## src/rtl/qalu_pkg.sv

```systemverilog
// Shared types and constants for the quaternion ALU.
// No dependencies; every other file in rtl/ imports this package.
`default_nettype none

package qalu_pkg;

    // Number format
    localparam int FRAC_BITS    = 12;
    localparam int COMP_WIDTH   = 16;
    localparam int CMD_WIDTH    = 3;
    localparam int STATUS_WIDTH = 2;

    // Queue between front and back
    localparam int QUEUE_DEPTH = 4;

    // Datapath widths
    localparam int PROD_W = 2 * COMP_WIDTH;          // raw component product
    localparam int RND_W  = PROD_W - FRAC_BITS;      // product after rounding
    localparam int SUM_W  = RND_W + 3;               // sum of four rounded products
    localparam int SQ_W   = PROD_W - 1;              // square of a magnitude
    localparam int M2_W   = SQ_W + 2;                // sum of four squares
    localparam int ROOT_W = 32;                      // integer square root
    localparam int NV_W   = 2 * ROOT_W;              // normalized magnitude word
    localparam int REM_W  = ROOT_W + 3;              // square root remainder
    localparam int K_W    = 5;                       // half of the normalize shift

    // Normalize pipeline depth
    localparam int SHIFT_STAGES = 5;                 // even shifts 32,16,8,4,2
    localparam int SQ_STEPS     = ROOT_W;            // one root bit per stage
    localparam int DIV_STEPS    = COMP_WIDTH;        // one quotient bit per stage
    localparam int NORM_LAT     = SHIFT_STAGES + SQ_STEPS + 1 + DIV_STEPS;

    // Command codes on the input channel
    localparam logic [CMD_WIDTH-1:0] CMD_ADD   = 3'd0;
    localparam logic [CMD_WIDTH-1:0] CMD_SUB   = 3'd1;
    localparam logic [CMD_WIDTH-1:0] CMD_HAM   = 3'd2;
    localparam logic [CMD_WIDTH-1:0] CMD_SCALE = 3'd3;
    localparam logic [CMD_WIDTH-1:0] CMD_NORM  = 3'd4;
    localparam logic [CMD_WIDTH-1:0] CMD_EQ    = 3'd5;

    typedef logic [COMP_WIDTH-1:0] comp_t;

    // Decoded operation class
    typedef enum logic [2:0] {
        OP_ADD   = 3'd0,
        OP_SUB   = 3'd1,
        OP_HAM   = 3'd2,
        OP_SCALE = 3'd3,
        OP_NORM  = 3'd4,
        OP_EQ    = 3'd5,
        OP_NONE  = 3'd6
    } op_t;

    typedef enum logic [STATUS_WIDTH-1:0] {
        ST_OK   = 2'd0,
        ST_SAT  = 2'd1,
        ST_ZERO = 2'd2
    } status_t;

    // One classified operation, index 0..3 is x, y, z, w
    typedef struct packed {
        op_t         op;
        comp_t [3:0] a;
        comp_t [3:0] b;
        comp_t       s;
    } item_t;

endpackage

`default_nettype wire

```

## src/rtl/qalu_fifo.sv

```systemverilog
// Short queue of decoded operations between the front and back stages.
// Depends on qalu_pkg (item_t, QUEUE_DEPTH).
`default_nettype none

module qalu_fifo import qalu_pkg::*; (
    input  wire logic  aclk,
    input  wire logic  aresetn,
    input  wire logic  push,
    input  wire item_t push_item,
    output logic       full,
    input  wire logic  pop,
    output logic       pop_valid,
    output item_t      pop_item
);

    localparam int PTR_W = (QUEUE_DEPTH > 1) ? $clog2(QUEUE_DEPTH) : 1;
    localparam int CNT_W = $clog2(QUEUE_DEPTH + 1);

    item_t            entry_reg [QUEUE_DEPTH];
    logic [PTR_W-1:0] wr_ptr_reg, wr_ptr_next;
    logic [PTR_W-1:0] rd_ptr_reg, rd_ptr_next;
    logic [CNT_W-1:0] count_reg, count_next;

    assign full      = (count_reg == CNT_W'(QUEUE_DEPTH));
    assign pop_valid = (count_reg != '0);
    assign pop_item  = entry_reg[rd_ptr_reg];

    // Pointer and count update
    always_comb begin
        wr_ptr_next = wr_ptr_reg;
        rd_ptr_next = rd_ptr_reg;
        count_next  = count_reg;
        if (push) begin
            wr_ptr_next = (wr_ptr_reg == PTR_W'(QUEUE_DEPTH - 1)) ? '0 : wr_ptr_reg + 1'b1;
        end
        if (pop) begin
            rd_ptr_next = (rd_ptr_reg == PTR_W'(QUEUE_DEPTH - 1)) ? '0 : rd_ptr_reg + 1'b1;
        end
        if (push && !pop) begin
            count_next = count_reg + 1'b1;
        end else if (pop && !push) begin
            count_next = count_reg - 1'b1;
        end
    end

    always_ff @(posedge aclk) begin
        if (!aresetn) begin
            wr_ptr_reg <= '0;
            rd_ptr_reg <= '0;
            count_reg  <= '0;
        end else begin
            wr_ptr_reg <= wr_ptr_next;
            rd_ptr_reg <= rd_ptr_next;
            count_reg  <= count_next;
        end
    end

    always_ff @(posedge aclk) begin
        if (push) begin
            entry_reg[wr_ptr_reg] <= push_item;
        end
    end

endmodule

`default_nettype wire

```

## config.mk

```make
export PLATFORM = sky130hd
export DESIGN_NAME = qalu_fifo
export DESIGN_NICKNAME = d
export VERILOG_FILES = /design/src/rtl/qalu_pkg.sv /design/src/rtl/qalu_fifo.sv
export SDC_FILE = /design/constraint.sdc
export NUM_CORES = 1
export LEC_CHECK = 0
export BUFFER_PORTS_ARGS = -buffer_cell sky130_fd_sc_hd__clkbuf_2
export CORE_ASPECT_RATIO = 0.9
export CORE_MARGIN = 3
export CORE_UTILIZATION = 50
export CTS_CLUSTER_DIAMETER = 50
export DETAILED_ROUTE_END_ITERATION = 10
export PLACE_DENSITY = 0.77
export REMOVE_ABC_BUFFERS = 1
export SLEW_MARGIN = 20
export SYNTH_ARGS = -nofsm -noshare
export SYNTH_HDL_FRONTEND = slang
export SYNTH_SLANG_ARGS = --single-unit
```

## constraint.sdc

```tcl
create_clock -name aclk -period 13.5 [get_ports aclk]
set_input_delay 2.7 -clock aclk [delete_from_list [all_inputs] [get_ports aclk]]
set_output_delay 2.7 -clock aclk [all_outputs]
set_load 0.02 [all_outputs]
```

# After elaboration in Yosys (flattened, before gate mapping)
# Memories as Yosys holds them, arrays and structs flattened. A register that Yosys moved wholly into a read port is not among the register bits.
# Index checks and enable logic that the tools add are counted.
[classes] n_addsub=4 n_eq_ne=3 n_reduce_logical=6 n_mux=8
[ops] cell="2-bit 2-to-1 mux" count=4
[ops] cell="3-bit 2-to-1 mux" count=2
[ops] cell="2-bit by 1-bit adder with 2-bit output (second input constant)" count=2
[ops] cell="2-bit equality test (second input constant)" count=2
[ops] cell="3-bit by 1-bit adder with 3-bit output (second input constant)" count=1
[ops] cell="3-bit equality test (second input constant)" count=1
[ops] cell="3-bit nonzero test" count=1
[ops] cell="3-bit by 1-bit subtractor with 3-bit output (second input constant)" count=1
[ops] cell="1-bit logical AND" count=2
[ops] cell="1-bit zero test" count=2
[ops] cell="1-bit 2-to-1 mux" count=2
[ops] cell="2-bit nonzero test" count=1
[word_totals] n_memories=1 out_inout_bits=149 ff_bits=7 ramBits=588 word_cells=25
[memory_table] name="entry_reg" words=4 word_bits=147 rd=1 rd_clocked_by_memory_dff=1 wr=1 line="qalu_fifo.sv:19" rtl="item_t entry_reg [QUEUE_DEPTH];"

# Longest topological paths before layout
# Gate-level depths: netlist of the first run.
[depth] depth_word=4 ltp_mapped=7 mapped_depth_nobuf=7

# Worst setup path before layout of the first run
# Ideal clock, no wire load.
[synth_path] path_type="in2reg" from="input push" to="memory entry_reg[0][0] (netlist name), enable pin" arrival_time_ns=6.056 n_path_buf=0 setup_ns=0.524 cell_stages=1 setup_slack_ns=6.920 cell_sequence="and2_1"
[synth_via] elab_chain_cells=2
[synth_rtl] item="from (decl)" line="qalu_fifo.sv:8" rtl="input wire logic push,"
[synth_rtl] item="1-bit 2-to-1 mux" line="qalu_fifo.sv:59" rtl="if (push) begin"
[synth_rtl] item="1-bit 2-to-1 mux (implied by the code)" line="qalu_fifo.sv:60" rtl="entry_reg[wr_ptr_reg] <= push_item;"
[synth_rtl] item="to (decl)" line="qalu_fifo.sv:19"
# Every way passes these cells.

==> reports/results.tsv, run 1 <==
metric	value	unit
detailed placement HPWL	25.2	mm
Mapped Avg Cell Area	26.9	sq um
total non-filler cell area in the finished layout	25700	sq um
number of instances in the synthesized netlist	812	
post-route clock skew	0.0186	ns
post-synth design cell area	21800	sq um
vias in the first global route	10400	
antenna violations before repair	5	
Max-slew headroom	29.7	%
die area	46200	sq um
static leakage	8.66	nW
Core ar.	42500	sq um
area growth from synthesis to final layout	17.6	%
DRC errors left	0	
Setup TNS Final	0	ns
antenna violation net count after detailed routing	0	
sort of element at the end of the critical path	output pin	
global-route wire length before repair	63.9	mm
share of synthesized area occupied by flip-flops and latches	81.8	%
final hold vios	0	
Tot GR Track Use	18.5	%
areal power density over the cells	162	nW/um^2
critical-path cell with the highest stage delay	sky130_fd_sc_hd__buf_4	
clk sinks	597	
Final min period	6.55	ns
category of the critical setup timing path	reg2out	
cells resized by post-CTS repair	0	
layout cell share with drive strength beyond 1	45.7	%
slowest stage delay, CP	0.81	ns
initial core utilization	51.4	%
WP buf/inv	3	
largest net degree at the start of global routing	68	
clock input transition at the sequential cells of the worst setup and hold paths	0.06	ns
placed instance area	23700	sq um
required time reported for the critical path endpoint	10.80	ns
register cell area after layout	17800	sq um
1st-iter DRT viols	684	
Die Wd	226	microns
hold crit path type	reg2reg	
most repeated library cell on the critical path	sky130_fd_sc_hd__buf_4	
multi-input combinational cell area	3580	sq um
crit path launch type	register	
average wire length per cell after detail routing	24.0	microns
count of unique library cells instantiated by Yosys	24	
antenna fix cells	0	
total via count in the routed design	9708	
number of CTS-inserted buffers	58	
max-cap viol count	0	
arrival time worst endpoint	3.85	ns
Final setup viols	0	
post-CTS setup-driven buffer insertion count	0	
kind of cell with the highest combined delay on the critical path	buffers and inverters	
Max FO, Critical Path	46	
clock latency of the later-clocked register in the worst-skew pair	0.59	ns
H-tree depth	2	
floorplan die height	204	microns
Post-layout nets	1309	
CTS tree	yes	
slew at the pin closest to its max-slew limit	1.05	ns
clk root buf	sky130_fd_sc_hd__clkbuf_16	
maximum buffer depth of the clock tree	3	
number of top-level design ports	300	
flip-flop count of the largest register after layout	588	
first-pass iteration count of the detailed router	5	
Row Count	71	
detail-routed via count per cell	5.56	
routability congestion estimate from global placement	0.727	
critical path cell sequence	buf_4 > buf_4 > mux4_2 > clkbuf_2	
maximum frequency from static timing analysis	0.153	GHz
number of hold buffers added after cts	0	
Max Transition Viols Final	0	
setup repair after global routing missed its margin	false	
ratio of final minimum period to clock period	48.5	%
highest ir drop seen on vdd	107	uV
wirelength, routed	41.9	mm
run status	complete, no violations	
count of yosys warnings during synthesis	0	
sum of overflow across all layers after global routing	0	
number of filler cells placed in the layout	2906	
synthesized flop and latch total	597	
number of buffers added on ports	299	
-- worst reg2reg max path: stages, from the launching register on --
cell,delay [ns]
sky130_fd_sc_hd__dfxtp_1,0.35
sky130_fd_sc_hd__inv_1,0.10
sky130_fd_sc_hd__ha_1,0.15
sky130_fd_sc_hd__and2_4,0.61
sky130_fd_sc_hd__buf_4,0.79
-- cells in the mapped netlist (all sizes together) --
library cell	number	area share, %
edfxtp	588	81
fa	1	0.092
buf	31	1.8
o21ai	1	0.023
nor3	1	0.023
clkbuf	2	0.034
xor2	1	0.040
o21a	1	0.034
nor3b	1	0.034
and2	5	0.14
dfxtp	9	0.83
mux4	147	15
a21boi	1	0.034
or3	2	0.057
xnor2	1	0.040
mux2i	4	0.18
nor2	1	0.017
ha	6	0.34
inv	4	0.069
nor2b	5	0.14
-- report_power, final --
group,total [mW],switching [mW],internal [mW]
sequential,2.15,0.0250,2.13
combinational,0.377,0.231,0.146
clock,1.63,0.663,0.965
total,4.16,0.919,3.24
-- worst paths after layout --
check | from | end | slack (ns) | cells past startpoint
worst min register to register | count_reg[2] | count_reg[2] | 0.53 | 2
worst max-delay path | register | pop_item[142] | 6.95 | 4
worst min-delay path | count_reg[2] | count_reg[2] | 0.53 | 2
worst max register to register | wr_ptr_reg[0] | entry_reg[0][137] | 11.08 | 4
-- per-stage QoR --
step	power, mW	std cells	hold slack, ns	worst slack [ns]	utilization, %
final	4.16	1745	0.532	6.95	60.4
after global routing	4.31	1745	0.565	6.52	60.4
after CTS	4.20	1745	0.533	6.73	60.4
after detailed placement	2.58	1638	0.524	7.39	55.9
after global placement	2.56	1638	0.485	7.41	55.9
after floorplan	2.44	779	0.467	3.94	-
-- area by class of cell --
type,count,area share [%]
sequential,597,69.6
tap,547,2.67
clock buffer,72,5.86
inverter,4,0.0585
clock inverter,35,1.68
multi-input combinational,178,14.0
timing repair buffer,312,6.21
-- cells by family (layout without fill, tap and decap cells) --
| kind of cell | count (synthesis) | in the layout | synth area share [%] |
|---|---|---|---|
| compound gates | 3 | 3 | 0.0918 |
| flops | 597 | 597 | 81.8 |
| mux | 151 | 151 | 15.4 |
| buf+inv | 37 | 423 | 1.86 |
| simple gates | 15 | 15 | 0.419 |
| fa+ha+maj | 7 | 7 | 0.436 |
| xor+xnor | 2 | 2 | 0.0803 |
-- placed cells by master, fill, tap and decap left out, types with 2 or more instances in the layout --
master / n
sky130_fd_sc_hd__dfxtp_4: 2
sky130_fd_sc_hd__clkinv_2: 7
sky130_fd_sc_hd__inv_1: 4
sky130_fd_sc_hd__clkbuf_1: 14
sky130_fd_sc_hd__ha_1: 6
sky130_fd_sc_hd__clkinvlp_4: 3
sky130_fd_sc_hd__mux4_2: 147
sky130_fd_sc_hd__clkinv_8: 2
sky130_fd_sc_hd__nor2b_1: 5
sky130_fd_sc_hd__bufinv_16: 9
sky130_fd_sc_hd__mux2i_1: 4
sky130_fd_sc_hd__and2_4: 4
sky130_fd_sc_hd__or3_1: 2
sky130_fd_sc_hd__buf_4: 13
sky130_fd_sc_hd__dfxtp_1: 7
sky130_fd_sc_hd__edfxtp_1: 588
sky130_fd_sc_hd__clkbuf_2: 299
sky130_fd_sc_hd__clkbuf_16: 58
sky130_fd_sc_hd__clkinv_1: 11
-- metal layers --
layer	routed length, microns	part of all wire [%]	global-route usage, %	up-vias
li1	-	-	-	4219
met1	16900	40	25.7	5080
met2	20200	48	28.4	313
met3	3610	8.6	6.16	86
met4	1090	2.6	5.19	10
met5	69	0.16	0	-
Power figures use the tool's default switching activity.
==> run 2, diff against run 1 <==
- clock period: 13.5 -> 6.7 ns (I/O delays scaled with it)
==> run 2 against run 1 <==
  * Sequential cell count unchanged
  * Wire length decreased by 2.5%
  * Critical path type unchanged
  * Clock power increased by 84%
  * Final cell count decreased by 0.69%
  * Cell area decreased by 0.59%
  * Clock skew decreased by 0.0070 ns
  * Worst setup slack got worse by 4.5 ns
  * Global-route usage decreased by 0.45 points
  * First-iteration DRC count decreased by 11%
  * Critical path depth decreased by 1
  * Worst hold slack got worse by 0.012 ns
==> reports/results.tsv, run 2 (synthesis results as in run 1) <==
metric	value	unit
run status	complete, no violations	
detail-routed via count per cell	5.60	
slew at the pin closest to its max-slew limit	1.04	ns
most frequent cells in the layout	sky130_fd_sc_hd__edfxtp_1, sky130_fd_sc_hd__clkbuf_2, sky130_fd_sc_hd__mux4_2, sky130_fd_sc_hd__clkbuf_16, sky130_fd_sc_hd__clkbuf_1	
combinational group share of total power	9.3	%
ratio of final minimum period to clock period	64.0	%
first-pass iteration count of the detailed router	4	
clock latency of the later-clocked register in the worst-skew pair	0.60	ns
sum of overflow across all layers after global routing	0	
sequential power share	53.6	%
slowest stage delay, CP	1.02	ns
max-cap viol count	0	
number of buffers added on ports	299	
Core ar.	42500	sq um
antenna violations before repair	6	
maximum frequency from static timing analysis	0.233	GHz
H-tree depth	2	
category of the critical setup timing path	reg2out	
cells resized by post-CTS repair	0	
wirelength, routed	40.8	mm
Post-layout nets	1304	
global-route wire length before repair	62.4	mm
largest net degree at the start of global routing	89	
clk sinks	597	
Max-slew headroom	30.5	%
switching share of power	22.2	%
Int Pwr	6.30	mW
worst slack after detailed placement	2.96	ns
post-CTS setup-driven buffer insertion count	0	
area growth from synthesis to final layout	16.9	%
setup repair after global routing missed its margin	false	
Row Count	71	
detailed placement HPWL	23.9	mm
most common library cell in the layout ignoring fill and taps	sky130_fd_sc_hd__edfxtp_1	
layout cell share with drive strength beyond 1	45.3	%
DRC errors left	0	
highest ir drop seen on vdd	217	uV
clock input transition at the sequential cells of the worst setup and hold paths	0.06	ns
post-route clock skew	0.0117	ns
maximum buffer depth of the clock tree	3	
CTS tree	yes	
areal power density over the cells	318	nW/um^2
flip-flop count of the largest register after layout	588	
final hold vios	0	
total via count in the routed design	9712	
required time reported for the critical path endpoint	5.36	ns
Final min period	4.29	ns
vias in the first global route	10400	
worst setup slack after layout	2.41	ns
clk root buf	sky130_fd_sc_hd__clkbuf_16	
antenna violation net count after detailed routing	0	
number of CTS-inserted buffers	57	
crit path launch type	register	
core occupancy in the finished layout	60.1	%
average wire length per cell after detail routing	23.6	microns
floorplan die height	204	microns
static leakage	8.58	nW
net switching power	1.80	mW
die area	46200	sq um
critical-path cell with the highest stage delay	sky130_fd_sc_hd__dfxtp_4	
Tot GR Track Use	18.0	%
Max FO, Critical Path	66	
number of hold buffers added after cts	0	
critical path cell sequence	buf_4 > mux4_2 > clkbuf_2	
number of top-level design ports	300	
Die Wd	226	microns
initial core utilization	51.4	%
sort of element at the end of the critical path	output pin	
arrival time worst endpoint	2.95	ns
hold crit path type	reg2reg	
number of filler cells placed in the layout	2941	
portion of total power attributed to the clock network	37.1	%
Max Transition Viols Final	0	
Final setup viols	0	
routability congestion estimate from global placement	0.708	
1st-iter DRT viols	606	
-- run 2: area by class of cell --
| type | instances | area [sq um] | area share, % |
|---|---|---|---|
| multi-input combinational | 178 | 3580 | 14.1 |
| timing repair buffer | 308 | 1630 | 6.38 |
| inverter | 4 | 15.0 | 0.0589 |
| clock inverter | 26 | 221 | 0.868 |
| clock buffer | 72 | 1530 | 5.98 |
| antenna | 1 | 2.50 | 0.00981 |
| tap | 547 | 684 | 2.68 |
| sequential | 597 | 17800 | 70.0 |
-- run 2: routing by layer --
metal | GRT usage, % | vias to the layer above | routed length, microns
li1 | - | 4203 | -
met1 | 24.6 | 5097 | 16800
met2 | 28.0 | 336 | 19300
met3 | 6.72 | 66 | 3850
met4 | 4.46 | 10 | 771
met5 | 0 | - | 79
-- run 2: power groups by stage --
stage                     logic, mW  registers [mW]  clock network, mW
after floorplan               0.468            4.45                  0
after global placement        0.752            4.41                  0
after detailed placement      0.763            4.43                  0
after CTS                     0.767            4.35               3.08
after global routing          0.805            4.36               3.24
final                         0.751            4.35               3.00
-- run 2: stage by stage --
step	cell area, sq um	instances	hold slack (ns)	power [mW]	setup TNS [ns]
2_1_floorplan	21400	779	0.467	4.92	-220.77
3_3_place_gp	23800	1634	0.485	5.17	0
3_5_place_dp	23800	1634	0.501	5.19	0
4_1_cts	25500	1732	0.528	8.20	0
5_1_grt	25500	1733	0.563	8.40	0
6_report	25500	1733	0.520	8.10	0
-- run 2: path summary, 6_finish.rpt --
check,from,end,slack (ns),depth (start not counted)
worst min-delay path,count_reg[2],count_reg[2],0.52,2
worst max-delay path,register,pop_item[94],2.41,3
worst min register to register,count_reg[2],count_reg[2],0.52,2
worst max register to register,wr_ptr_reg[0],entry_reg[2][83],4.28,4
-- run 2: worst max-delay path, delay by kind of cell, from the launching register on --
| family | cells | cell delay (ns) |
|---|---|---|
| buffers and inverters | 2 | 0.86 |
| flip-flops | 1 | 1.02 |
| multiplexers | 1 | 0.43 |
