==> config.mk <==
export PLATFORM = sky130hd
export DESIGN_NAME = qalu_front
export DESIGN_NICKNAME = d
export VERILOG_FILES = /design/src/rtl/qalu_pkg.sv /design/src/rtl/qalu_front.sv
export SDC_FILE = /design/constraint.sdc
export NUM_CORES = 1
export LEC_CHECK = 0
export ABC_CLOCK_PERIOD_IN_PS = 5150
export BUFFER_PORTS_ARGS = -buffer_cell sky130_fd_sc_hd__buf_2
export CAP_MARGIN = 25
export CORE_UTILIZATION = 34
export CTS_CLUSTER_DIAMETER = 200
export DETAILED_ROUTE_END_ITERATION = 12
export PLACE_DENSITY = 0.67
export SLEW_MARGIN = 10
export SYNTH_ARGS = -nofsm -noshare
export SYNTH_HDL_FRONTEND = slang
export SYNTH_SLANG_ARGS = --single-unit
==> constraint.sdc <==
create_clock -name aclk -period 5.15 [get_ports aclk]
set_input_delay 0.515 -clock aclk [delete_from_list [all_inputs] [get_ports aclk]]
set_output_delay 0.515 -clock aclk [all_outputs]
set_load 0.02 [all_outputs]
==> src/rtl/qalu_pkg.sv <==
// Shared types and constants for the quaternion ALU.
// No dependencies; every other file in rtl/ imports this package.
`default_nettype none

package qalu_pkg;

    // Number format
    localparam int FRAC_BITS    = 12;
    localparam int COMP_WIDTH   = 16;
    localparam int CMD_WIDTH    = 3;
    localparam int STATUS_WIDTH = 2;

    // Queue between front and back
    localparam int QUEUE_DEPTH = 4;

    // Datapath widths
    localparam int PROD_W = 2 * COMP_WIDTH;          // raw component product
    localparam int RND_W  = PROD_W - FRAC_BITS;      // product after rounding
    localparam int SUM_W  = RND_W + 3;               // sum of four rounded products
    localparam int SQ_W   = PROD_W - 1;              // square of a magnitude
    localparam int M2_W   = SQ_W + 2;                // sum of four squares
    localparam int ROOT_W = 32;                      // integer square root
    localparam int NV_W   = 2 * ROOT_W;              // normalized magnitude word
    localparam int REM_W  = ROOT_W + 3;              // square root remainder
    localparam int K_W    = 5;                       // half of the normalize shift

    // Normalize pipeline depth
    localparam int SHIFT_STAGES = 5;                 // even shifts 32,16,8,4,2
    localparam int SQ_STEPS     = ROOT_W;            // one root bit per stage
    localparam int DIV_STEPS    = COMP_WIDTH;        // one quotient bit per stage
    localparam int NORM_LAT     = SHIFT_STAGES + SQ_STEPS + 1 + DIV_STEPS;

    // Command codes on the input channel
    localparam logic [CMD_WIDTH-1:0] CMD_ADD   = 3'd0;
    localparam logic [CMD_WIDTH-1:0] CMD_SUB   = 3'd1;
    localparam logic [CMD_WIDTH-1:0] CMD_HAM   = 3'd2;
    localparam logic [CMD_WIDTH-1:0] CMD_SCALE = 3'd3;
    localparam logic [CMD_WIDTH-1:0] CMD_NORM  = 3'd4;
    localparam logic [CMD_WIDTH-1:0] CMD_EQ    = 3'd5;

    typedef logic [COMP_WIDTH-1:0] comp_t;

    // Decoded operation class
    typedef enum logic [2:0] {
        OP_ADD   = 3'd0,
        OP_SUB   = 3'd1,
        OP_HAM   = 3'd2,
        OP_SCALE = 3'd3,
        OP_NORM  = 3'd4,
        OP_EQ    = 3'd5,
        OP_NONE  = 3'd6
    } op_t;

    typedef enum logic [STATUS_WIDTH-1:0] {
        ST_OK   = 2'd0,
        ST_SAT  = 2'd1,
        ST_ZERO = 2'd2
    } status_t;

    // One classified operation, index 0..3 is x, y, z, w
    typedef struct packed {
        op_t         op;
        comp_t [3:0] a;
        comp_t [3:0] b;
        comp_t       s;
    } item_t;

endpackage

`default_nettype wire

==> src/rtl/qalu_front.sv <==
// Input stage of the quaternion ALU: takes transfers and decodes the command.
// Depends on qalu_pkg; feeds qalu_fifo.
`default_nettype none

module qalu_front import qalu_pkg::*; (
    input  wire logic                         aclk,
    input  wire logic                         aresetn,
    input  wire logic                         s_valid,
    output logic                              s_ready,
    input  wire logic [CMD_WIDTH-1:0]         s_command,
    input  wire logic signed [COMP_WIDTH-1:0] s_a_x,
    input  wire logic signed [COMP_WIDTH-1:0] s_a_y,
    input  wire logic signed [COMP_WIDTH-1:0] s_a_z,
    input  wire logic signed [COMP_WIDTH-1:0] s_a_w,
    input  wire logic signed [COMP_WIDTH-1:0] s_b_x,
    input  wire logic signed [COMP_WIDTH-1:0] s_b_y,
    input  wire logic signed [COMP_WIDTH-1:0] s_b_z,
    input  wire logic signed [COMP_WIDTH-1:0] s_b_w,
    input  wire logic signed [COMP_WIDTH-1:0] s_scale_factor,
    output logic                              push,
    output item_t                             push_item,
    input  wire logic                         queue_full
);

    logic  hold_valid_reg, hold_valid_next;
    item_t hold_item_reg;
    item_t item_next;
    logic  take;

    // Holding register frees whenever the queue has room
    assign push    = hold_valid_reg && !queue_full;
    assign s_ready = !hold_valid_reg || !queue_full;
    assign take    = s_valid && s_ready;

    // Command decode
    always_comb begin
        item_next.a = {s_a_w, s_a_z, s_a_y, s_a_x};
        item_next.b = {s_b_w, s_b_z, s_b_y, s_b_x};
        item_next.s = s_scale_factor;
        case (s_command)
            CMD_ADD:   item_next.op = OP_ADD;
            CMD_SUB:   item_next.op = OP_SUB;
            CMD_HAM:   item_next.op = OP_HAM;
            CMD_SCALE: item_next.op = OP_SCALE;
            CMD_NORM:  item_next.op = OP_NORM;
            CMD_EQ:    item_next.op = OP_EQ;
            default:   item_next.op = OP_NONE;
        endcase
    end

    always_comb begin
        if (take) begin
            hold_valid_next = 1'b1;
        end else if (push) begin
            hold_valid_next = 1'b0;
        end else begin
            hold_valid_next = hold_valid_reg;
        end
    end

    always_ff @(posedge aclk) begin
        if (!aresetn) begin
            hold_valid_reg <= 1'b0;
        end else begin
            hold_valid_reg <= hold_valid_next;
        end
    end

    always_ff @(posedge aclk) begin
        if (take) begin
            hold_item_reg <= item_next;
        end
    end

    assign push_item = hold_item_reg;

endmodule

`default_nettype wire

After elaboration in Yosys (flattened, before gate mapping). Index checks and enable logic that the tools add are counted.

Reductions and logical operators: 7. Mux-type cells: 3. Multiply operators: 0. Shifts and indexed selects: 0. Bitwise gates (word level): 0. Order comparisons: 0. Equal/unequal tests: 5. Divide/modulo/power cells: 0. Add/subtract/negate cells: 0.

Operators by type and width (number): one-hot mux 3 bit (6 select lines) (1); equality test 3 x 2 -> 1 bit, second input constant (2); equality test 3 bit, second input constant (2); equality test 3 x 1 -> 1 bit, second input constant (1); logical NOT 3 bit (1); logical AND 1 bit (2); logical NOT 1 bit (2); two-way mux 1 bit (2); nonzero test 2 bit (1); logical OR 1 bit (1).

Bits of input ports: 151. Memories: 0. Logic and storage cells: 26. Bits in latches: 0. Memory bits (read-only): 0. Bits in writable memories: 0. Bits in registers: 148. Output and inout port bits: 149.

Depth between registers and ports, before layout. Gate-level depths: netlist of run 1.

Word-level depth: 4. Mapped depth: 2. Depth with buffers taken out: 2.

Worst setup path before layout of run 1. OpenSTA, ideal clock, no wires.

Kind: input -> register. Start point: input port queue_full. End point: register hold_item_reg (netlist bit push_item[0]) (enable). Stages on the path: 2. Setup time: 0.524 ns. Path slack: 0.514 ns. Arrival: 4.112 ns. Path buffers: 0. Required time: 4.626 ns. Cell sequence: nand2_1 > and2_1.

Longest elaborated chain between the ends: 3.

RTL lines: start: declaration (RTL line qalu_front.sv:22) `input wire logic queue_full`; logical NOT 1 bit (RTL line qalu_front.sv:32) `assign s_ready = !hold_valid_reg || !queue_full;`; logical OR 1 bit (RTL line qalu_front.sv:32); logical AND 1 bit (RTL line qalu_front.sv:33) `assign take = s_valid && s_ready;`; end signal: assignment (RTL line qalu_front.sv:71) `hold_item_reg <= item_next;`; end: declaration (RTL line qalu_front.sv:26) `item_t hold_item_reg;`.

No other way between the ends. A chain may end at the register's enable or synchronous reset.

Worst setup path after layout of run 1.
Start point: register hold_valid_reg. End point: register hold_item_reg (netlist bit push_item[40]) (enable).

Longest elaborated chain between the ends: 3.

RTL lines: start: declaration (RTL line qalu_front.sv:25) `logic hold_valid_reg, hold_valid_next;`; start signal: assignment (RTL line qalu_front.sv:65) `hold_valid_reg <= hold_valid_next;`; logical NOT 1 bit (RTL line qalu_front.sv:32); logical OR 1 bit (RTL line qalu_front.sv:32); logical AND 1 bit (RTL line qalu_front.sv:33).

No other way between the ends.

==> results of run 1 <==
==> area by class of cell <==
cell class                      count  area (um2)
Sequential cell                   148        4430
Timing Repair Buffer              300        1520
Multi-Input combinational cell      6        40.0
Tap cell                          172         215
Fill cell                        1043        5970
Clock inverter                     13         116
Clock buffer                       19         433
==> power breakdown <==
group,internal (mW),leakage [nW],switching [mW],total (mW)
clock,0.700,0.269,0.435,1.14
combinational,0.0862,1.20,0.157,0.243
sequential,1.41,1.43,0.0162,1.43
==> per-stage QoR <==
stage / power, mW / hold slack, ps / setup slack (ps) / instance area (um2) / util (%)
4_1_cts: 2.84 / 253 / 3170 / 6760 / 53.1
3_3_place_gp: 1.69 / 513 / 2910 / 6210 / 48.8
6_report: 2.81 / 273 / 3160 / 6760 / 53.1
5_1_grt: 2.91 / 247 / 3040 / 6760 / 53.1
2_1_floorplan: 1.58 / 488 / 514 / 4480 / -
3_5_place_dp: 1.70 / 536 / 2860 / 6210 / 48.8
==> worst max-delay path by stage <==
| stage | start | end |
|---|---|---|
| 6_report | hold_valid_reg | push_item[40] |
| 5_1_grt | hold_valid_reg | push_item[72] |
| 4_1_cts | hold_valid_reg | push_item[109] |
| 3_5_place_dp | queue_full | push_item[12] |
| 3_3_place_gp | queue_full | push_item[134] |
| 2_1_floorplan | queue_full | push_item[0] |
==> worst reg2reg max path: cells and delay by family (launching register included) <==
| kind | cells | cell delay, ps |
|---|---|---|
| AND/OR/NAND/NOR | 2 | 780 |
| buffers and inverters | 1 | 440 |
| flip-flops | 1 | 320 |
==> per-layer routing <==
layer / track usage [%] / part of all wire [%]
met1: 14.2 / 37
met2: 23.8 / 51
met3: 7.05 / 11
met4: 8.10 / 1.9
met5: 0 / 0
==> layout by cell type, fill, tap and decap left out <==
master	synthesis	layout
sky130_fd_sc_hd__clkbuf_16	0	17
sky130_fd_sc_hd__a21boi_0	1	1
sky130_fd_sc_hd__bufinv_16	0	2
sky130_fd_sc_hd__nand2_1	1	1
sky130_fd_sc_hd__nor2b_1	1	1
sky130_fd_sc_hd__edfxtp_1	147	147
sky130_fd_sc_hd__buf_12	0	1
sky130_fd_sc_hd__clkbuf_1	2	2
sky130_fd_sc_hd__and2_4	0	1
sky130_fd_sc_hd__and2b_2	1	1
sky130_fd_sc_hd__a21oi_1	1	1
sky130_fd_sc_hd__dfxtp_1	1	1
sky130_fd_sc_hd__buf_2	0	299
sky130_fd_sc_hd__clkinv_1	0	3
sky130_fd_sc_hd__clkinv_2	0	6
sky130_fd_sc_hd__clkinvlp_4	0	2
==> kinds of logic (layout without fill, tap and decap cells) <==
| logic type | count (synthesis) | in the layout |
|---|---|---|
| DFF | 148 | 148 |
| buffers and inverters | 2 | 332 |
| and+or+nand+nor | 4 | 4 |
| AOI/OAI and AO/OA | 2 | 2 |
==> results by stage, run 1 <==
Run status:
- The run finished with clean final reports.

Yosys:
- After synthesis, the largest family of logic cells by area is simple AND/OR/NAND/NOR gates.
- The number of cells produced by synthesis is ~160.
- For this run, the number of Yosys warnings is 0.
- The biggest area contributor in the post-synthesis netlist is sky130_fd_sc_hd__edfxtp_1.
- The primary flip-flop cell chosen by synthesis mapping is sky130_fd_sc_hd__edfxtp_1.
- After Yosys synthesis, full adders, half adders and majority gates account for 0% of the synthesized area.
- The sequential cell area fraction in the yosys report is a little over nine tenths.
- A synthesized cell averages 28.7 um2.
- Yosys attributes the largest share of cell area to sky130_fd_sc_hd__edfxtp_1 99%, sky130_fd_sc_hd__dfxtp_1 0.45%, sky130_fd_sc_hd__and2b_2 0.20%.
- Counting instances in the post-synthesis netlist gives the leading cell types as 147 x sky130_fd_sc_hd__edfxtp_1, 2 x sky130_fd_sc_hd__clkbuf_1.
- The share of the synthesized netlist area taken by xor and xnor gates is 0%.
- The netlist area before placement is ~0.0045 mm2.
- Counting every net in the synthesized netlist gives between 300 and 400.
- The most common cell in the synthesized netlist is sky130_fd_sc_hd__edfxtp_1.
- The post-synthesis compound-gate area fraction is less than 1%.
- The async set or reset register ratio after synthesis is 0%.
- The number of synthesized flops with an enable pin is about 150.
- The synthesized netlist devotes 0.559% of its cell area to simple gates.
- In this run the biggest area consumer among cell types represents 98.5% of the synthesized area.
- After synthesis, the share of cell area in mux cells is 0%.
- After synthesis the netlist holds a flip-flop and latch count of between 100 and 150.
- The distinct cell type count after synthesis is 9.

Route:
- The final wirelength is 10000 um.
- After detailed routing, the number of vias per cell comes to between 4 and 5.
- The count of nets left with antenna violations once routing finished came out at 0.
- The first TritonRoute pass finished after 4 iterations.
- The wire length per cell is about 15 um.
- The number of remaining DRC errors is 0.
- The overall via count from detail_route is between 2000 and 3000.
- The first routing iteration left about 120 violations.

Pwr:
- The power per cell area is between 400 and 500 mW/mm2.
- The total leakage power is between 2 and 3 nW.
- The worst-case IR drop observed on VDD is approximately 200 uV.

Global route:
- The global router's overall resource usage is between 10 and 15%.
- The total overflow left after global routing is 0.
- The global-route wire length before repair is 13300 um.
- The via count of the first global-routing pass is around 2600.
- The largest net degree at the start of global routing is 83.
- The number of antenna violations at the first check in global routing is 0.

Setup path:
- The kind of cell adding the most delay to the critical path is simple AND/OR/NAND/NOR gates.
- For the worst flop-to-flop path, the logic depth is 3.
- The category of the critical setup timing path is reg -> reg.
- Among all stages on the critical path, the largest delay is contributed by sky130_fd_sc_hd__and2_4.
- The element type at the critical path start is a register.
- The buffering stage count on the worst path with inverters included is 1.
- The launching point of the worst reg2reg path is hold_valid_reg.
- The critical path crosses 3 cells after its start point.
- Traced cell by cell, the critical path runs through nand2_1 > and2_4 > buf_12.
- The worst endpoint required time is between 5000 and 6000 ps.
- At the worst endpoint, the arrival time is 2050 ps.
- The stage delay of the slowest cell on the critical path is approximately 700 ps.
- The biggest fanout along the worst timing path is just over 80.
- The critical path capture point type is a register.
- The end of the worst register-to-register path is push_item[40].
- The register-to-register setup slack is approximately 3200 ps.

Placed design:
- The number of input and output port buffers inserted is between 200 and 300.
- The congestion estimate from routability-driven global placement came to about 0.74.
- After legalization and detailed placement, the total HPWL measured roughly 7500 um.
- The placed instance count is ~630.

Timing:
- The worst clock skew is around 9.5 ps.
- For the final routed database, the setup TNS stands at 0 ps.
- For the pin with the worst max-slew slack, the measured transition is around 850 ps.
- In this run the tightest slew margin relative to its limit is a little over two fifths.
- Setup repair after global routing left no endpoint under its margin.
- The fmax is about 0.5 GHz.
- Setup violations remaining at the end of the flow were counted as 0.
- The number of endpoints with negative hold slack in the final report came to 0.
- The post-route minimum period is slightly below 2000 ps.
- The count of pins over their slew limit came to 0.
- Of the available clock period, the critical path in the final layout requires between 30% and 40%.

Floorplan:
- The die covers 0.0136 mm2.
- The overall die width is between 100 and 150 um.
- The die is 117 um tall.
- The cell row count is between 40 and 50.
- The area of the placeable core is 0.0127 mm2.
- The initial cell density of the core is 35.2%.
- 300 I/O pins were placed.

Clock tree:
- In this run the deepest clock path goes through 2 buffers.
- The number of hold buffers added after CTS was 0.
- The root buffer cell chosen for the clock tree is sky130_fd_sc_hd__clkbuf_16.
- The number of H-tree levels is 4.
- The buffer count from post-CTS setup fixing is 0.
- The number of CTS-inserted buffers is 17.
- TritonCTS built the clock tree.
- The quantity of gates resized following cts is 0.
- The clock network latency to the later pin of the worst-skew pair is around 410 ps.
- The clock transition time at the flip-flop clock pins of the worst setup and hold paths is 60 ps.
- Counting every sink on the clock net gives about 150.

Job:
- Max-cap violations in this run came to 0.

Worst hold path:
- The hold-critical path endpoint is push_item[112].
- The worst hold-check path type is in -> reg.
- Counting instances, the worst hold path has a depth of 1.
- In this run the most critical hold path is launched from s_a_z[0].

Final layout:
- The repair_antennas step left the layout with diodes totalling 0.
- Leaving out filler cells and counting taps, the final layout contains 658.
- Relative to the synthesized area, the layout overhead comes to 50.8%.
- The final layout contains between 600 and 700 nets.
- The register with the most flip-flops in the layout has approximately 150 of them.
- The ratio of cells with drive above 1 in the final layout is 67.7%.
(Power assumes the default switching activity.)
==> run 2, diff against run 1 <==
--- a/config.mk
+++ b/config.mk
@@ -5,13 +5,13 @@
 export SDC_FILE = /design/constraint.sdc
 export NUM_CORES = 1
 export LEC_CHECK = 0
-export ABC_CLOCK_PERIOD_IN_PS = 5150
+export ABC_CLOCK_PERIOD_IN_PS = 1600
 export BUFFER_PORTS_ARGS = -buffer_cell sky130_fd_sc_hd__buf_2
 export CAP_MARGIN = 25
 export CORE_UTILIZATION = 34
 export CTS_CLUSTER_DIAMETER = 200
 export DETAILED_ROUTE_END_ITERATION = 12
-export PLACE_DENSITY = 0.67
+export PLACE_DENSITY = 0.7
 export SLEW_MARGIN = 10
 export SYNTH_ARGS = -nofsm -noshare
 export SYNTH_HDL_FRONTEND = slang
==> constraint.sdc (replaced) <==
create_clock -name aclk -period 1.6 [get_ports aclk]
set_input_delay 0.16 -clock aclk [delete_from_list [all_inputs] [get_ports aclk]]
set_output_delay 0.16 -clock aclk [all_outputs]
set_load 0.02 [all_outputs]
==> run 2 against run 1 <==
Effect of this change:
- the flow now stops in clock tree synthesis
- synthesized area unchanged
- synthesized cell count unchanged
==> results by stage, run 2 <==
Floorplan:
- The overall die width came to 117 um (unchanged).
- The count of pins on the block boundary was 300 (unchanged).
- The cell row count is 41 (unchanged).
- The chip height was 117 um (unchanged).
- The initial cell density of the core was 35.2% (unchanged).

Yosys:
- After synthesis, the cell types taking the most area are sky130_fd_sc_hd__edfxtp_1 99%, sky130_fd_sc_hd__dfxtp_1 0.45%, sky130_fd_sc_hd__and2b_2 0.20%.
- The primary flip-flop cell chosen by synthesis mapping is sky130_fd_sc_hd__edfxtp_1.
- The biggest area contributor in the post-synthesis netlist is sky130_fd_sc_hd__edfxtp_1.
- The number of storage elements in the synthesis netlist is 148 (unchanged).
- The synthesized net count came to 307 (unchanged).
- The distinct cell type count after synthesis is 9 (unchanged).
- The async set or reset register ratio after synthesis is 0% (unchanged).
- The number of synthesized flops with an enable pin is 147 (unchanged).
- The netlist area before placement is 0.00448 mm2 (unchanged).
- The mean area per synthesized cell is 28.7 um2 (unchanged).
- The sequential cell area fraction in the yosys report is 99.0% (unchanged).
- The top cell type's share of synthesized area is 98.5% (unchanged).
- The number of cells produced by synthesis is 156 (unchanged).
- Counting instances in the post-synthesis netlist gives the leading cell types as 147 x sky130_fd_sc_hd__edfxtp_1, 2 x sky130_fd_sc_hd__clkbuf_1.
- The number of synthesis warnings was 0 (unchanged).
- Yosys instantiated no cell more often than sky130_fd_sc_hd__edfxtp_1.

Clock tree:
- The buffer count from post-CTS setup fixing came to 0 (unchanged).
- The quantity of gates resized following cts is 0 (unchanged).
- The count of clock tree sinks came to 148 (unchanged).
- The cell at the root of the clock tree is sky130_fd_sc_hd__clkbuf_16.
- The number of H-tree levels is 4 (unchanged).
- The number of buffers on the longest clock path is 2 (unchanged).
- The number of CTS-inserted buffers was 17 (unchanged).
- The cts-stage hold buffer count came to 133 (+133).

Run status:
- The flow did not finish.
- The flow stopped in clock tree synthesis.
- The tool reported: "[ERROR RSZ-0060] Max buffer count reached".

Placed design:
- The half-perimeter wire length of the detailed placement result is 7480 um (-0.58%).
- The final weighted congestion in routability-driven placement came to 0.773 (+4.8%).
- The number of input and output port buffers inserted came to 299 (unchanged).
==> run 2: per-stage QoR <==
step | instances | hold slack, ps | utilization (%) | setup WS [ps] | cell area, um2
after floorplan | 156 | 259 | - | -316 | 4490
after global placement | 627 | 336 | 49.0 | 346 | 6230
after detailed placement | 627 | 338 | 49.0 | 305 | 6230
==> run 2: logic make-up after synthesis <==
logic type	count (synthesis)	share of synthesized area, %
AOI/OAI and AO/OA	2	0.279
buffers and inverters	2	0.168
DFF	148	99.0
and+or+nand+nor	4	0.559
==> run 3, diff against run 2 <==
--- a/config.mk
+++ b/config.mk
@@ -5,13 +5,12 @@
 export SDC_FILE = /design/constraint.sdc
 export NUM_CORES = 1
 export LEC_CHECK = 0
-export ABC_CLOCK_PERIOD_IN_PS = 1600
+export ABC_CLOCK_PERIOD_IN_PS = 2100
 export BUFFER_PORTS_ARGS = -buffer_cell sky130_fd_sc_hd__buf_2
 export CAP_MARGIN = 25
-export CORE_UTILIZATION = 34
-export CTS_CLUSTER_DIAMETER = 200
+export CORE_UTILIZATION = 20
 export DETAILED_ROUTE_END_ITERATION = 12
-export PLACE_DENSITY = 0.7
+export PLACE_DENSITY_LB_ADDON = 0.15
 export SLEW_MARGIN = 10
 export SYNTH_ARGS = -nofsm -noshare
 export SYNTH_HDL_FRONTEND = slang
==> constraint.sdc (replaced) <==
create_clock -name aclk -period 2.1 [get_ports aclk]
set_input_delay 0.21 -clock aclk [delete_from_list [all_inputs] [get_ports aclk]]
set_output_delay 0.21 -clock aclk [all_outputs]
set_load 0.02 [all_outputs]
==> run 3 against run 2 <==
Effect of this change:
- the flow now finishes without violations
==> results by stage, run 3 (synthesized netlist as in run 1, its figures left out) <==
Final layout:
- In the final design database the tool counted approximately 780 nets.
- Fill cells in the final layout number 2106.
- The top cell types in the final layout, fill and taps aside, are 299 x sky130_fd_sc_hd__buf_2, 147 x sky130_fd_sc_hd__dlygate4sd3_1, 147 x sky130_fd_sc_hd__edfxtp_1.
- In the final layout, the share of cells above drive strength 1 is a little over half.
- The flip-flop count of the largest register, all copies and words added is approximately 150.
- The repair_antennas step left the layout with diodes totalling 0.
- The commonest non-fill, non-tap cell in the layout is sky130_fd_sc_hd__buf_2.
- The layout overhead on the synthesized area is 89.5%.

Pwr:
- The total power draw is between 7 and 8 mW.
- The total leakage power is 3.56 nW.
- The maximum resistive drop on vdd is approximately 470 uV.
- In this run the power density over the cells is just under 900 mW/mm2.

Setup path:
- Traced cell by cell, the critical path runs through nand2_1 > and2_4 > buf_12.
- The element type at the critical path start is a register.
- At the worst endpoint, the required time is roughly 2200 ps.
- The largest single stage delay on the critical path is ~410 ps.
- Among all stages on the critical path, the largest delay is contributed by sky130_fd_sc_hd__and2_4.
- In this run the register-to-register setup slack is 680 ps.
- The arrival time reported for the critical path endpoint is between 1500 and 2000 ps.
- The worst setup path is captured at a register.
- The biggest fanout along the worst timing path is 35.
- The endpoint identified for the worst register-to-register timing path is push_item[70].
- Measured in cells, the most critical reg-to-reg path has a length of 3.
- The startpoint identified for the worst register-to-register timing path is hold_valid_reg.
- The worst setup path is of the reg -> reg kind.

Job:
- The tool flagged a number of max-cap violations equal to 0.

Run status:
- The flow ran to the end, and the final reports show no timing, DRC or antenna violations.

Clock tree:
- After clock tree synthesis, the clock-pin slew on the worst setup and hold paths is 60 ps.
- The number of buffers on the longest clock path is 2 (unchanged).
- The buffer count from post-CTS setup fixing is 0 (unchanged).
- The cell at the root of the clock tree is sky130_fd_sc_hd__clkbuf_16.
- The CTS tree is done.
- At the later pin of the worst-skew pair, clock insertion delay measures 410 ps.
- The count of clock tree sinks is 148 (unchanged).
- The number of H-tree levels is 4 (unchanged).
- The quantity of gates resized following cts is 0 (unchanged).
- The number of CTS-inserted buffers is 17 (unchanged).

Timing:
- Setup repair after global routing left no endpoint under its margin.
- The post-route minimum period is 1420 ps.
- On the final layout, the worst clock skew is approximately 9.7 ps.
- The actual slew at the worst max-slew pin is roughly 400 ps.
- The total negative slack is 0 ps.
- The number of endpoints with negative hold slack in the final report was 0.
- The fmax is about 0.71 GHz.
- The count of pins over their slew limit was 0.
- The part of the cycle the worst path needs is between 60% and 70%.
- The number of failing setup endpoints in the final timing report is 0.
- The worst pin sits at a relative slew slack of 73.4%.

Worst hold path:
- The worst hold path begins at s_valid.
- Along the worst hold path, the cell count comes to 3.
- The hold-critical path endpoint is hold_valid_reg.
- In this run the worst hold path is classified as in -> reg.

Route:
- The residual antenna-violating net count after detailed routing is 0.
- The first detailed-routing pass ran for 4 iterations.
- The final layout contains routed wiring with a total length of between 10000 and 15000 um.
- The wire length per cell is 13.3 um.
- In the routed layout, each cell is associated on average with a via count of between 3 and 4.
- For this run, design rule violations remaining after detail routing come to 0.
- The first routing iteration left just under 100 violations.
- Summing over every cut layer, the via total after detailed routing is between 3000 and 4000.

Global route:
- The global router's overall resource usage is between 10% and 20%.
- The largest net degree at the start of global routing is 36.
- The final global-route overflow total is 0.
- The via count of the first global-routing pass was 3400.
- The first global-routing pass estimated around 17000 um of wire.
- The number of antenna violations at the first check in global routing is 0.

Floorplan:
- The overall die width was 152 um (+30%).
- The cell row count is 54 (+32%).
- The area of the placeable core is 0.0219 mm2.
- The count of pins on the block boundary came to 300 (unchanged).
- The initial cell density of the core is 20.5% (-15 points).
- The chip height is 152 um (+30%).
- The die covers between 0.02 and 0.025 mm2.

Placed design:
- The half-perimeter wire length of the detailed placement result came to 8660 um (+16%).
- The final weighted congestion in routability-driven placement came to 0.688 (-11%).
- The number of input and output port buffers inserted came to 299 (unchanged).
run 3: worst max-delay path by stage:
stage                         from  slack [ps]  depth (start not counted)              to
floorplan           hold_valid_reg          90                          2    push_item[0]
global placement        queue_full         670                          4   push_item[23]
detailed placement      queue_full         660                          4  push_item[128]
CTS                 hold_valid_reg         670                          3  push_item[128]
global route        hold_valid_reg         590                          3   push_item[69]
finish              hold_valid_reg         680                          3   push_item[70]
run 3: per-layer routing:
metal | GRT usage (%) | vias to the layer above | wire length, um
met5 | 0 | - | 0
met4 | 4.50 | 0 | 185
met3 | 4.01 | 14 | 1110
met2 | 17.9 | 166 | 6380
met1 | 10.3 | 1540 | 4520
li1 | - | 1569 | -
run 3: worst max-delay path: cells and delay by family (launching register included):
| family | cells | cell delay [ps] |
|---|---|---|
| buf+inv | 1 | 260 |
| simple gates | 2 | 490 |
| flops | 1 | 320 |
run 3: power by group:
part	switching [mW]	internal [mW]	total, mW	leakage, nW
logic	0.434	0.404	0.838	1.85
registers	0.0400	3.46	3.50	1.43
clock network	1.17	1.99	3.16	0.284
run 3: layout make-up:
type | instances | area (um2) | share of cell area, %
sequential | 148 | 4430 | 52.2
timing repair buffer | 452 | 3050 | 35.9
clock buffer | 19 | 433 | 5.10
tap | 280 | 350 | 4.13
clock inverter | 12 | 180 | 2.12
multi-input combinational | 6 | 40.0 | 0.472
run 3: what timing repair did:
action,in CTS,in global routing
hold buffers,147,0
endpoints found under the hold margin,147,0
endpoints found under the setup margin,0,0
run 3: through the flow:
stage | hold WS, ps | cells | instance area (um2) | setup WS [ps] | utilization (%)
after CTS | 23.0 | 917 | 8490 | 668 | 38.8
final | 43.2 | 917 | 8490 | 683 | 38.8
after detailed placement | 388 | 739 | 6400 | 662 | 29.3
after global routing | 42.4 | 917 | 8490 | 594 | 38.8
after global placement | 386 | 739 | 6400 | 669 | 29.3
after floorplan | 309 | 156 | 4480 | 89.9 | -
